`config.mk`:
```
export PLATFORM = sky130hd
export DESIGN_NAME = i2c_rtc_register_master
export DESIGN_NICKNAME = d
export VERILOG_FILES = /design/src/rtl/core/i2crtc_pkg.sv /design/src/rtl/core/i2crtc_cfg.sv /design/src/rtl/core/i2crtc_engine.sv /design/src/rtl/core/i2c_rtc_register_master.sv
export SDC_FILE = /design/constraint.sdc
export NUM_CORES = 1
export LEC_CHECK = 0
export BUFFER_PORTS_ARGS = -buffer_cell sky130_fd_sc_hd__buf_2
export CAP_MARGIN = 0
export CORE_MARGIN = 5
export CORE_UTILIZATION = 60
export DETAILED_ROUTE_END_ITERATION = 8
export PLACE_DENSITY = 0.82
export SLEW_MARGIN = 15
export SYNTH_ARGS = -nofsm -noshare
export SYNTH_HDL_FRONTEND = slang
export SYNTH_SLANG_ARGS = --single-unit
```
`constraint.sdc`:
```
create_clock -name clk -period 9.8 [get_ports clk]
set_clock_uncertainty 0.1 [all_clocks]
set_input_delay 0 -clock clk [delete_from_list [all_inputs] [get_ports clk]]
set_output_delay 0 -clock clk [all_outputs]
set_load 0.005 [all_outputs]
```
`src/rtl/core/i2crtc_pkg.sv`:
```
`timescale 1ns / 1ps

package i2crtc_pkg;

	localparam int APB_ADDR_W = 4;
	localparam int APB_DATA_W = 32;

	localparam logic [6:0]  DEV_ADDR_RST    = 7'd104;
	localparam logic [9:0]  ACK_TIMEOUT_RST = 10'd500;
	localparam logic [15:0] SETTLE_RST      = 16'd800;

	// Number of entries in the polling rotation and number of real time fields.
	localparam int FIELD_COUNT = 6;
	localparam int TIME_FIELDS = 6;

	typedef enum logic [1:0] {
		REG_DEVICE_ADDRESS = 2'd0,
		REG_ACK_TIMEOUT    = 2'd1,
		REG_SETTLE_TICKS   = 2'd2
	} reg_e;

	typedef enum logic [1:0] {
		OP_TICK  = 2'd0,
		OP_WRITE = 2'd1,
		OP_READ  = 2'd2,
		OP_POLL  = 2'd3
	} op_e;

	typedef enum logic [3:0] {
		SEG_IDLE   = 4'd0,
		SEG_START  = 4'd1,
		SEG_TXW    = 4'd2,
		SEG_TXR    = 4'd3,
		SEG_TXREG  = 4'd4,
		SEG_TXDATA = 4'd5,
		SEG_RX     = 4'd6,
		SEG_STOP   = 4'd7,
		SEG_SETTLE = 4'd8,
		SEG_DONE   = 4'd9
	} seg_e;

	typedef struct packed {
		logic [6:0]  device_address;
		logic [9:0]  ack_timeout;
		logic [15:0] write_settle_ticks;
	} cfg_t;

	typedef struct packed {
		logic [1:0] mode;
		logic [7:0] reg_addr;
		logic [7:0] write_data;
		logic       sda_in;
	} item_t;

	typedef struct packed {
		logic       scl_level;
		logic       sda_drive;
		logic       sda_level;
		logic       busy_res;
		logic       done_res;
		logic [7:0] read_value;
		logic [2:0] field_index;
		logic       poll_wrapped;
		logic       ack_error;
	} result_t;

	typedef struct packed {
		seg_e       phase;
		logic [2:0] seq;
		logic [7:0] shift;
	} entry_t;

	typedef struct packed {
		logic [2:0] q;
		logic [1:0] r;
	} div3_t;

	function automatic seg_e plan_write(logic [2:0] seq);
		seg_e s;
		unique case (seq)
			3'd0: s = SEG_START;
			3'd1: s = SEG_TXW;
			3'd2: s = SEG_TXREG;
			3'd3: s = SEG_TXDATA;
			3'd4: s = SEG_STOP;
			3'd5: s = SEG_SETTLE;
			default: s = SEG_DONE;
		endcase
		return s;
	endfunction

	function automatic seg_e plan_read(logic [2:0] seq);
		seg_e s;
		unique case (seq)
			3'd0: s = SEG_START;
			3'd1: s = SEG_TXW;
			3'd2: s = SEG_TXREG;
			3'd3: s = SEG_START;
			3'd4: s = SEG_TXR;
			3'd5: s = SEG_RX;
			3'd6: s = SEG_STOP;
			default: s = SEG_DONE;
		endcase
		return s;
	endfunction

	function automatic logic [7:0] time_reg(logic [2:0] idx);
		logic [7:0] a;
		case (idx)
			3'd0: a = 8'd0;
			3'd1: a = 8'd1;
			3'd2: a = 8'd2;
			3'd3: a = 8'd4;
			3'd4: a = 8'd5;
			3'd5: a = 8'd6;
			default: a = 8'd0;
		endcase
		return a;
	endfunction

	// Quotient and remainder by three for values up to 23, by reciprocal multiply.
	function automatic div3_t div3(logic [4:0] x);
		logic [8:0] p;
		div3_t d;
		p = 9'(x) * 9'd11;
		d.q = p[7:5];
		d.r = 2'(x - 5'(d.q) * 5'd3);
		return d;
	endfunction

	function automatic logic [7:0] bcd_to_bin(logic [7:0] b);
		return 8'({4'b0, b[7:4]} * 8'd10 + {4'b0, b[3:0]});
	endfunction

	// A settle segment of zero length is skipped straight to the next one.
	function automatic entry_t enter_seg(op_e op, logic [2:0] seq, cfg_t cfg,
			logic [7:0] sreg, logic [7:0] sdata, logic [7:0] shift);
		entry_t e;
		logic [2:0] s;
		s = seq;
		e.phase = (op == OP_WRITE) ? plan_write(s) : plan_read(s);
		if (e.phase == SEG_SETTLE && cfg.write_settle_ticks == '0) begin
			s = s + 3'd1;
			e.phase = (op == OP_WRITE) ? plan_write(s) : plan_read(s);
		end
		e.seq = s;
		case (e.phase)
			SEG_TXW:    e.shift = {cfg.device_address, 1'b0};
			SEG_TXR:    e.shift = {cfg.device_address, 1'b1};
			SEG_TXREG:  e.shift = sreg;
			SEG_TXDATA: e.shift = sdata;
			SEG_RX:     e.shift = 8'd0;
			default:    e.shift = shift;
		endcase
		return e;
	endfunction

endpackage

```
`src/rtl/core/i2crtc_cfg.sv`:
```
`timescale 1ns / 1ps

module i2crtc_cfg (
	input  logic                                clk,
	input  logic                                arst_n,
	input  logic                                psel,
	input  logic                                penable,
	input  logic                                pwrite,
	input  logic [i2crtc_pkg::APB_ADDR_W-1:0]   paddr,
	input  logic [i2crtc_pkg::APB_DATA_W-1:0]   pwdata,
	output logic [i2crtc_pkg::APB_DATA_W-1:0]   prdata,
	output logic                                pready,
	output i2crtc_pkg::cfg_t                    cfg
);
	import i2crtc_pkg::*;

	cfg_t cfg_q;
	logic wr_en;
	reg_e sel;

	assign pready = 1'b1;
	assign wr_en  = psel & penable & pwrite;
	assign sel    = reg_e'(paddr[APB_ADDR_W-1:2]);
	assign cfg    = cfg_q;

	always_ff @(posedge clk or negedge arst_n) begin
		if (!arst_n) begin
			cfg_q.device_address     <= DEV_ADDR_RST;
			cfg_q.ack_timeout        <= ACK_TIMEOUT_RST;
			cfg_q.write_settle_ticks <= SETTLE_RST;
		end else if (wr_en) begin
			unique case (sel)
				REG_DEVICE_ADDRESS: cfg_q.device_address     <= pwdata[6:0];
				REG_ACK_TIMEOUT:    cfg_q.ack_timeout        <= pwdata[9:0];
				REG_SETTLE_TICKS:   cfg_q.write_settle_ticks <= pwdata[15:0];
				default: ;
			endcase
		end
	end

	always_comb begin
		unique case (sel)
			REG_DEVICE_ADDRESS: prdata = {25'd0, cfg_q.device_address};
			REG_ACK_TIMEOUT:    prdata = {22'd0, cfg_q.ack_timeout};
			REG_SETTLE_TICKS:   prdata = {16'd0, cfg_q.write_settle_ticks};
			default:            prdata = '0;
		endcase
	end

endmodule

```
`src/rtl/core/i2crtc_engine.sv`:
```
`timescale 1ns / 1ps

module i2crtc_engine #(
	parameter int FIELD_COUNT = i2crtc_pkg::FIELD_COUNT
) (
	input  logic                 clk,
	input  logic                 arst_n,
	input  logic                 fire,
	input  i2crtc_pkg::item_t    item,
	input  i2crtc_pkg::cfg_t     cfg,
	output i2crtc_pkg::result_t  res
);
	import i2crtc_pkg::*;

	seg_e       phase_q, phase_d, cur_phase;
	logic [2:0] seq_q, seq_d, cur_seq;
	logic [4:0] pos_q, pos_d, cur_pos;
	logic [15:0] wait_q, wait_d, cur_wait;
	op_e        op_q, op_d, cur_op, start_op;
	logic [7:0] shift_q, shift_d, cur_shift;
	logic [7:0] sreg_q, sreg_d, cur_sreg, start_sreg;
	logic [7:0] sdata_q, sdata_d, cur_sdata;
	logic [7:0] rbyte_q, rbyte_d;
	logic       err_q, err_d;
	logic [2:0] poll_q, poll_d, field_q, field_d;
	logic       scl_q, scl_d, drv_q, drv_d, lvl_q, lvl_d;

	logic       start_go, adv_seg, busy, done;
	logic [2:0] start_seq, poll_inc;
	logic       poll_wrap;
	logic [9:0] ack_thr;
	entry_t     first, next_seg;
	div3_t      tx_slot, rx_slot;

	assign start_op  = op_e'(item.mode);
	assign start_go  = (phase_q == SEG_IDLE) && (start_op != OP_TICK);
	assign start_seq = (start_op == OP_POLL && {1'b0, poll_q} >= 4'(TIME_FIELDS)) ? 3'd7 : 3'd0;
	assign start_sreg = (start_op == OP_POLL && {1'b0, poll_q} < 4'(TIME_FIELDS)) ?
			time_reg(poll_q) : item.reg_addr;
	assign first = enter_seg(start_op, start_seq, cfg, start_sreg, item.write_data, shift_q);

	always_comb begin
		if (start_go) begin
			cur_phase = first.phase;
			cur_seq   = first.seq;
			cur_shift = first.shift;
			cur_op    = start_op;
			cur_sreg  = start_sreg;
			cur_sdata = item.write_data;
			cur_pos   = '0;
			cur_wait  = '0;
		end else begin
			cur_phase = phase_q;
			cur_seq   = seq_q;
			cur_shift = shift_q;
			cur_op    = op_q;
			cur_sreg  = sreg_q;
			cur_sdata = sdata_q;
			cur_pos   = pos_q;
			cur_wait  = wait_q;
		end
	end

	assign next_seg  = enter_seg(cur_op, cur_seq + 3'd1, cfg, cur_sreg, cur_sdata, cur_shift);
	assign tx_slot   = div3(cur_pos - 5'd2);
	assign rx_slot   = div3(cur_pos - 5'd1);
	assign ack_thr   = (cfg.ack_timeout != '0) ? cfg.ack_timeout - 10'd1 : 10'd0;
	assign poll_inc  = poll_q + 3'd1;
	assign poll_wrap = ({1'b0, poll_inc} >= 4'(FIELD_COUNT)) || (poll_inc == 3'd0);

	always_comb begin
		phase_d = cur_phase;
		seq_d   = cur_seq;
		pos_d   = cur_pos;
		wait_d  = cur_wait;
		op_d    = cur_op;
		shift_d = cur_shift;
		sreg_d  = cur_sreg;
		sdata_d = cur_sdata;
		rbyte_d = rbyte_q;
		err_d   = err_q;
		poll_d  = poll_q;
		field_d = field_q;
		scl_d   = scl_q;
		drv_d   = drv_q;
		lvl_d   = lvl_q;
		adv_seg = 1'b0;
		unique case (cur_phase)
			SEG_START: begin
				case (cur_pos)
					5'd0: lvl_d = 1'b1;
					5'd1: drv_d = 1'b1;
					5'd2: scl_d = 1'b1;
					default: lvl_d = 1'b0;
				endcase
				pos_d = cur_pos + 5'd1;
				adv_seg = (cur_pos >= 5'd3);
			end
			SEG_STOP: begin
				case (cur_pos)
					5'd0: drv_d = 1'b1;
					5'd1: lvl_d = 1'b0;
					5'd2: scl_d = 1'b1;
					default: lvl_d = 1'b1;
				endcase
				pos_d = cur_pos + 5'd1;
				adv_seg = (cur_pos >= 5'd3);
			end
			SEG_TXW, SEG_TXR, SEG_TXREG, SEG_TXDATA: begin
				pos_d = cur_pos + 5'd1;
				if (cur_pos == 5'd0) begin
					scl_d = 1'b0;
				end else if (cur_pos == 5'd1) begin
					drv_d = 1'b1;
				end else if (cur_pos < 5'd26) begin
					if (tx_slot.r == 2'd0) begin
						lvl_d = cur_shift[3'd7 - tx_slot.q];
					end else begin
						scl_d = (tx_slot.r == 2'd1);
					end
				end else if (cur_pos == 5'd26) begin
					drv_d = 1'b0;
				end else if (cur_pos == 5'd27) begin
					scl_d = 1'b1;
				end else if (cur_pos == 5'd28) begin
					// The acknowledge wait holds its position while SDA stays high, up to the acknowledge timeout.
					wait_d = cur_wait + 16'd1;
					if (item.sda_in && wait_d <= {6'd0, cfg.ack_timeout}) begin
						pos_d = cur_pos;
					end else if (wait_d >= {6'd0, ack_thr}) begin
						err_d = 1'b1;
					end
				end else begin
					scl_d = 1'b0;
					adv_seg = 1'b1;
				end
			end
			SEG_RX: begin
				pos_d = cur_pos + 5'd1;
				if (cur_pos == 5'd0) begin
					drv_d = 1'b0;
				end else begin
					case (rx_slot.r)
						2'd0: scl_d = 1'b1;
						2'd1: shift_d = {cur_shift[6:0], item.sda_in};
						default: scl_d = 1'b0;
					endcase
				end
				if (cur_pos == 5'd24) begin
					rbyte_d = bcd_to_bin(shift_d);
					adv_seg = 1'b1;
				end
			end
			SEG_SETTLE: begin
				wait_d = cur_wait + 16'd1;
				adv_seg = (wait_d >= cfg.write_settle_ticks);
			end
			SEG_DONE: begin
				if (cur_op == OP_POLL) begin
					field_d = poll_q;
					poll_d  = poll_wrap ? 3'd0 : poll_inc;
				end
				phase_d = SEG_IDLE;
			end
			default: phase_d = SEG_IDLE;
		endcase
		if (adv_seg) begin
			phase_d = next_seg.phase;
			seq_d   = next_seg.seq;
			shift_d = next_seg.shift;
			pos_d   = '0;
			wait_d  = '0;
		end
	end

	always_comb begin
		busy = 1'b0;
		done = 1'b0;
		unique case (cur_phase) inside
			SEG_START, SEG_STOP, SEG_TXW, SEG_TXR, SEG_TXREG, SEG_TXDATA, SEG_RX,
			SEG_SETTLE: busy = 1'b1;
			SEG_DONE: done = 1'b1;
			default: ;
		endcase
		res.scl_level    = scl_d;
		res.sda_drive    = drv_d;
		res.sda_level    = lvl_d;
		res.busy_res     = busy;
		res.done_res     = done;
		res.read_value   = rbyte_d;
		res.field_index  = field_d;
		res.poll_wrapped = done && (cur_op == OP_POLL) && poll_wrap;
		res.ack_error    = err_d;
	end

	always_ff @(posedge clk or negedge arst_n) begin
		if (!arst_n) begin
			phase_q <= SEG_IDLE;
			seq_q   <= '0;
			pos_q   <= '0;
			wait_q  <= '0;
			op_q    <= OP_TICK;
			shift_q <= '0;
			sreg_q  <= '0;
			sdata_q <= '0;
			rbyte_q <= '0;
			err_q   <= 1'b0;
			poll_q  <= '0;
			field_q <= '0;
			scl_q   <= 1'b1;
			drv_q   <= 1'b0;
			lvl_q   <= 1'b1;
		end else if (fire) begin
			phase_q <= phase_d;
			seq_q   <= seq_d;
			pos_q   <= pos_d;
			wait_q  <= wait_d;
			op_q    <= op_d;
			shift_q <= shift_d;
			sreg_q  <= sreg_d;
			sdata_q <= sdata_d;
			rbyte_q <= rbyte_d;
			err_q   <= err_d;
			poll_q  <= poll_d;
			field_q <= field_d;
			scl_q   <= scl_d;
			drv_q   <= drv_d;
			lvl_q   <= lvl_d;
		end
	end

	a_idle_clean: assert property (@(posedge clk) disable iff (!arst_n)
		phase_q == SEG_IDLE |-> pos_q == 5'd0 && wait_q == 16'd0)
		else $error("idle phase with a live position or wait count");

	a_err_sticky: assert property (@(posedge clk) disable iff (!arst_n)
		err_q |=> err_q)
		else $error("acknowledge error flag cleared");

	a_pos_range: assert property (@(posedge clk) disable iff (!arst_n)
		pos_q <= 5'd29)
		else $error("segment position out of range");

	a_poll_range: assert property (@(posedge clk) disable iff (!arst_n)
		{1'b0, poll_q} < 4'(FIELD_COUNT))
		else $error("poll rotation index out of range");

endmodule

```
`src/rtl/core/i2c_rtc_register_master.sv`:
```
`timescale 1ns / 1ps

// Channel  Direction  Handshake                 Payload
// item     in         item_valid / item_stall   item_t: mode, reg_addr, write_data, sda_in
// result   out        result_valid / result_stall  result_t: pins, status, read_value
// config   in         APB psel/penable/pwrite   device_address, ack_timeout, settle ticks
//
// Each accepted item is one bus tick and yields exactly one result, which passes through
// the item register and then the result register. One item per clock is sustained while
// result_stall is low. A stalled result holds while one more item waits in the item
// register; item_stall rises only when both are full. Reset leaves the
// bus master idle with SCL and SDA released and no transfer pending.

module i2c_rtc_register_master #(
	parameter int FIELD_COUNT = i2crtc_pkg::FIELD_COUNT
) (
	input  logic                                clk,
	input  logic                                arst_n,
	input  logic                                item_valid,
	output logic                                item_stall,
	input  i2crtc_pkg::item_t                   item,
	output logic                                result_valid,
	input  logic                                result_stall,
	output i2crtc_pkg::result_t                 result,
	input  logic                                psel,
	input  logic                                penable,
	input  logic                                pwrite,
	input  logic [i2crtc_pkg::APB_ADDR_W-1:0]   paddr,
	input  logic [i2crtc_pkg::APB_DATA_W-1:0]   pwdata,
	output logic [i2crtc_pkg::APB_DATA_W-1:0]   prdata,
	output logic                                pready
);
	import i2crtc_pkg::*;

	cfg_t    cfg;
	item_t   item_s1;
	logic    valid_s1;
	result_t step_res;
	result_t result_q;
	logic    result_valid_q;
	logic    fire, take;

	assign fire       = valid_s1 && (!result_valid_q || !result_stall);
	assign item_stall = valid_s1 && !fire;
	assign take       = item_valid && !item_stall;

	i2crtc_cfg u_cfg (
		.clk     (clk),
		.arst_n  (arst_n),
		.psel    (psel),
		.penable (penable),
		.pwrite  (pwrite),
		.paddr   (paddr),
		.pwdata  (pwdata),
		.prdata  (prdata),
		.pready  (pready),
		.cfg     (cfg)
	);

	i2crtc_engine #(
		.FIELD_COUNT (FIELD_COUNT)
	) u_engine (
		.clk    (clk),
		.arst_n (arst_n),
		.fire   (fire),
		.item   (item_s1),
		.cfg    (cfg),
		.res    (step_res)
	);

	always_ff @(posedge clk or negedge arst_n) begin
		if (!arst_n) begin
			valid_s1 <= 1'b0;
		end else if (take) begin
			valid_s1 <= 1'b1;
		end else if (fire) begin
			valid_s1 <= 1'b0;
		end
	end

	always_ff @(posedge clk) begin
		if (take) begin
			item_s1 <= item;
		end
	end

	always_ff @(posedge clk or negedge arst_n) begin
		if (!arst_n) begin
			result_valid_q <= 1'b0;
		end else if (fire) begin
			result_valid_q <= 1'b1;
		end else if (!result_stall) begin
			result_valid_q <= 1'b0;
		end
	end

	always_ff @(posedge clk) begin
		if (fire) begin
			result_q <= step_res;
		end
	end

	assign result_valid = result_valid_q;
	assign result       = result_q;

endmodule

```
==> impl_metrics.json, run 1 <==
{
  "status": "finished clean",
  "critPathLaunchType": "flip-flop",
  "synth-compound-area-share_pct": 17.7,
  "area_growth_pct": 13.0,
  "cts_tree": "built",
  "synthAdderAreaFrac_pct": 11.0,
  "hp-class": "input pin to flip-flop",
  "crit_family": "simple AND/OR/NAND/NOR gates",
  "finalCoreUtilization_pct": 68.4,
  "first_global_vias": 8886,
  "synth_xor_area_share_pct": 3.92,
  "cts_max_level": 4,
  "crit_top_cell": "ha_1",
  "start_util_pct": 60.5,
  "drv_cap": 0,
  "timing.fmax_mhz": 113,
  "core_area_um2": 17800,
  "layout.nets": 1368,
  "final_common_cell": "nand2_1",
  "critPathMaxFanout": 14,
  "dieArea_um2": 20700,
  "netlist_area_um2": 10800,
  "finalWeightedCongestion": 0.913,
  "rows": 49,
  "worst-path-buf-inv": 5,
  "async_flop_share_pct": 74.3,
  "postCtsSetupRepairBufs": 0,
  "vias": 9122,
  "cts_buffers": 17,
  "ant_nets": 0,
  "wire_per_inst_um": 18.8,
  "numPortBuffers": 79,
  "cts_buffer_depth": 2,
  "grt_util_all_layers_pct": 27.1,
  "synth_top_area_cell": "dfrtp_1",
  "fin_crit_sh_pct": 90.1,
  "synthFlopType": "dfrtp_1",
  "diodes": 0,
  "finalSetupTns_ps": 0,
  "max_slew_margin_pct": 32.2,
  "grt_pass1_wl_mm": 44.8,
  "yosys-mux-area-fraction_pct": 10.5,
  "yosysWarnings": 0,
  "clock_sinks": 144,
  "place_hpwl_mm": 19.3,
  "required_ps": 9880,
  "cpPeakStageDelay_ps": 580,
  "drtPass1Iterations": 6,
  "io_pins": 115,
  "grt_max_degree": 60,
  "path_class": "flip-flop to flip-flop",
  "drt_iter0_drc": 967,
  "drcViolationCount": 0,
  "wl_mm": 27.4,
  "clkLatencyLatePin_ps": 430,
  "cts.reportedPaths.clkPinSlew_ps": 60,
  "grt_overflow": 0,
  "critPathArrivalTime_ps": 8900,
  "yosysSeqAreaShare_pct": 35.4,
  "end_kind": "flip-flop",
  "tightest_slew_ps": 1010,
  "grt_setup_unrepaired": "false",
  "placed_area_um2": 11200,
  "critPathSlowestCell": "nor2_2",
  "die_w_um": 144,
  "fin_crit_ps": 8830,
  "synth.distinct_cells": 88,
  "ff2ff_setup_slack_ps": 970,
  "postSynthAreaPerCell_um2": 9.58,
  "drive_above_1_share_pct": 19.7,
  "synthTopCellsByArea": "dfrtp_1 (22%), edfxtp_1 (10%), ha_1 (10%)",
  "antenna_found_initial": 0,
  "final_area_um2": 12200,
  "root_buffer": "clkbuf_16",
  "layout_common_cells": "nand2_1 (110), dfrtp_1 (93), ha_1 (88)",
  "fillCellCount": 1365,
  "report.final.setup_viol": 0,
  "synth_top_family_by_area": "compound AO/OA/AOI/OAI gates",
  "synth-seq-cells": 144,
  "synth_edf_count": 37,
  "synth_top_area_share_pct": 21.6,
  "synth_simple_gate_area_share_pct": 15.8,
  "chipHeight_um": 144,
  "hold_viol": 0,
  "synth_cells": 1123,
  "vias_per_cell": 6.26,
  "slew_violations": 0
}
cell type report:
type	instances	area (µm²)	share of cell area, %
multi-input cells	860	6400	52.7
flip-flops and latches	144	3810	31.3
repair buffers	129	871	7.17
clock buffers	19	433	3.56
well taps	229	287	2.36
inverters	63	236	1.95
clock inverters	13	115	0.947
metrics by stage:
step / hold WS [ps] / std cells / setup slack, ps
3_3_place_gp: 19.7 / 1386 / 1280
5_1_grt: 93.4 / 1457 / 503
2_1_floorplan: -396 / 1138 / 1680
4_1_cts: 98.6 / 1457 / 1020
6_report: 30.0 / 1457 / 974
3_5_place_dp: 28.3 / 1386 / 1040
cell families after synthesis:
family,Yosys count
other,2
adder cells (fa/ha/maj),93
AND/OR/NAND/NOR,338
buffers and inverters,134
flip-flops,144
multiplexers,93
AO/OA/AOI/OAI,274
XOR/XNOR,45
state kept, by name (all words and copies together) (netlist names):
register / flops
result: 18
u_engine.op_q: 2
result_valid: 1
u_engine.field_q: 3
u_engine.sreg_q: 8
u_engine.lvl_q: 1
u_engine.rbyte_q: 8
u_engine.poll_q: 3
u_engine.seq_q: 3
valid_s1: 1
u_cfg.cfg: 33
u_engine.scl_q: 1
u_engine.err_q: 1
u_engine.sdata_q: 8
u_engine.shift_q: 8
u_engine.drv_q: 1
u_engine.phase_q: 4
u_engine.pos_q: 5
item_s1: 19
u_engine.wait_q: 16
synth_stat cells, drive strengths merged, types with 13 or more instances:
cell type    n
nand2b      14
and2        26
ha          88
dfrtp       93
clkbuf      40
a21oi       54
inv         62
xor2        14
edfxtp      37
buf         31
a211oi      13
nand2      111
nor3        28
nor4        13
xnor2       29
dfstp       14
mux2i       22
nand3       22
o21ai       80
mux2        64
nor2        65
per-layer routing:
layer	share of wire [%]	GRT usage (%)	routed length, µm
met3	7.3	5.02	1990
met5	0	0	0
met2	48	44.4	13200
met1	41	35.9	11300
met4	3.3	9.91	905
worst min-delay path: stages:
cell     delay [ps]
buf_2           200
nor3_2          160
nand2_1          80
o21ai_0          60
repair_timing:
item	4_1_cts	5_1_grt
hold buffers	39	0
resized for setup	0	0
endpoints found under the hold margin	112	0
path summary, 6_finish.rpt:
path | from | endpoint | cells after the start
setup / recovery | item_s1[18] | result[12] | 33
hold / removal | paddr[3] | u_cfg.cfg[28] | 4
setup reg to reg | item_s1[18] | result[12] | 33
hold reg to reg | u_engine.err_q | u_engine.err_q | 1
max in group asynchronous | arst_n | u_engine.rbyte_q[0] | 3
min in group asynchronous | arst_n | u_cfg.cfg[4] | 2
Power of run 1 is not shown: default switching activity piles up to over one toggle a cycle in this logic, so the estimate is an artifact.
==> run 2: changes to the inputs <==
==> constraint.sdc (replaced) <==
create_clock -name clk -period 9.8 [get_ports clk]
set_clock_uncertainty 0.1 [all_clocks]
set_input_delay 0.98 -clock clk [delete_from_list [all_inputs] [get_ports clk]]
set_output_delay 0.98 -clock clk [all_outputs]
set_load 0.005 [all_outputs]
==> run 2 against run 1 <==
Worst hold slack improved by 340 ps. Global-route usage fell by 1.3 points. Sequential cell count did not move. Register-to-register slack improved by 60 ps. Fmax rose by 0.68%. Cell area fell by 2.9%. First-iteration DRC count fell by 6.4%. Sequential share of layout area rose by 0.93 points. Non-clock buffer count fell by 39. Highest routed layer unchanged.
==> impl_metrics.json, run 2 (synthesized netlist as in run 1, its figures left out) <==
{
  "instances_no_fill": 1418,
  "grt_max_degree": 67,
  "cts_buffer_depth": 2,
  "die_w_um": 144,
  "fin_crit_ps": 8770,
  "numPortBuffers": 79,
  "wl_mm": 25.9,
  "crit_top_cell": "ha_1",
  "drive_above_1_share_pct": 20.5,
  "final_common_cell": "nand2_1",
  "diodes": 0,
  "critPathArrivalTime_ps": 8840,
  "grt_pass1_wl_mm": 42.9,
  "core_area_um2": 17800,
  "grt_setup_unrepaired": "false",
  "critPathLaunchType": "flip-flop",
  "cpPeakStageDelay_ps": 710,
  "report.final.setup_viol": 0,
  "place_hpwl_mm": 19.2,
  "hp-class": "flip-flop to flip-flop",
  "cts_tree": "built",
  "cts_max_level": 4,
  "drtPass1Iterations": 6,
  "hold_viol": 0,
  "timing.fmax_mhz": 114,
  "ant_nets": 0,
  "dieArea_um2": 20700,
  "cts_resized": 0,
  "finalSetupTns_ps": 0,
  "vias_per_cell": 6.23,
  "drt_iter0_drc": 905,
  "cts-hold-fix-buffers": 0,
  "critPathMaxFanout": 12,
  "postCtsSetupRepairBufs": 0,
  "layout.nets": 1329,
  "finalWeightedCongestion": 0.932,
  "crit_start": "u_engine.phase_q[0]",
  "slew_violations": 0,
  "largest_reg_flops": 33,
  "first_global_vias": 8558,
  "placed_cells": 1386,
  "antenna_found_initial": 0,
  "rows": 49,
  "vias": 8837,
  "drv_cap": 0,
  "max_slew_margin_pct": 21.9,
  "cts.reportedPaths.clkPinSlew_ps": 70,
  "whs_ps": 370,
  "clock_sinks": 144,
  "start_util_pct": 60.5,
  "final_area_um2": 11800,
  "root_buffer": "clkbuf_16",
  "cts_buffers": 17,
  "path_class": "flip-flop to flip-flop",
  "end_kind": "flip-flop",
  "grt_util_all_layers_pct": 25.7,
  "area_growth_pct": 9.76,
  "grt_overflow": 0,
  "wire_per_inst_um": 18.3,
  "required_ps": 9880,
  "io_pins": 115,
  "clkLatencyLatePin_ps": 430,
  "critPathSlowestCell": "or4_4",
  "tightest_slew_ps": 1170,
  "status": "finished clean",
  "placed_area_um2": 11200,
  "drcViolationCount": 0,
  "chipHeight_um": 144,
  "layout_common_cells": "nand2_1 (110), dfrtp_1 (93), ha_1 (88)",
  "fin_crit_sh_pct": 89.5,
  "min_from": "u_engine.err_q",
  "rr_startpoint": "u_engine.phase_q[0]"
}
run 2: worst paths after layout:
path / endpoint / slack (ps) / cells after the start
worst max-delay path: result[12] / 1030 / 33
worst min-delay path: u_engine.err_q / 370 / 1
worst max register to register: result[12] / 1030 / 33
worst min register to register: u_engine.err_q / 370 / 1
max in group asynchronous: u_engine.pos_q[3] / 7890 / 2
min in group asynchronous: u_cfg.cfg[4] / 430 / 1
run 2: worst max-delay path: cells and delay by family, from the launching register on:
kind / cells / cell delay (ps)
and+or+nand+nor: 8 / 2530
xor gates and xnor gates: 4 / 720
adders and majority gates: 8 / 2150
buffers and inverters: 5 / 630
muxes: 2 / 510
AOI/OAI and AO/OA: 6 / 1370
DFF: 1 / 490
run 2: metal layers:
layer,routed length (µm),GRT usage (%)
met1,11200,35.8
met2,12400,41.1
met3,1800,4.59
met4,584,8.08
met5,0,0
run 2: stage by stage:
stage | setup slack [ps] | util, %
3_3_place_gp | 1320 | 63.0
2_1_floorplan | 1680 | -
5_1_grt | 412 | 66.4
6_report | 1030 | 66.4
3_5_place_dp | 1110 | 63.0
4_1_cts | 1080 | 66.4
run 2: final cells by class:
type                            instances  area, µm²
Tap cell                              229        287
Inverter                               63        236
Clock buffer                           19        464
Sequential cell                       144       3810
Clock inverter                         13        124
Fill cell                            1394       5980
Timing Repair Buffer                   90        480
Multi-Input combinational cell        860       6400
Power of run 2 is left out for the same reason.
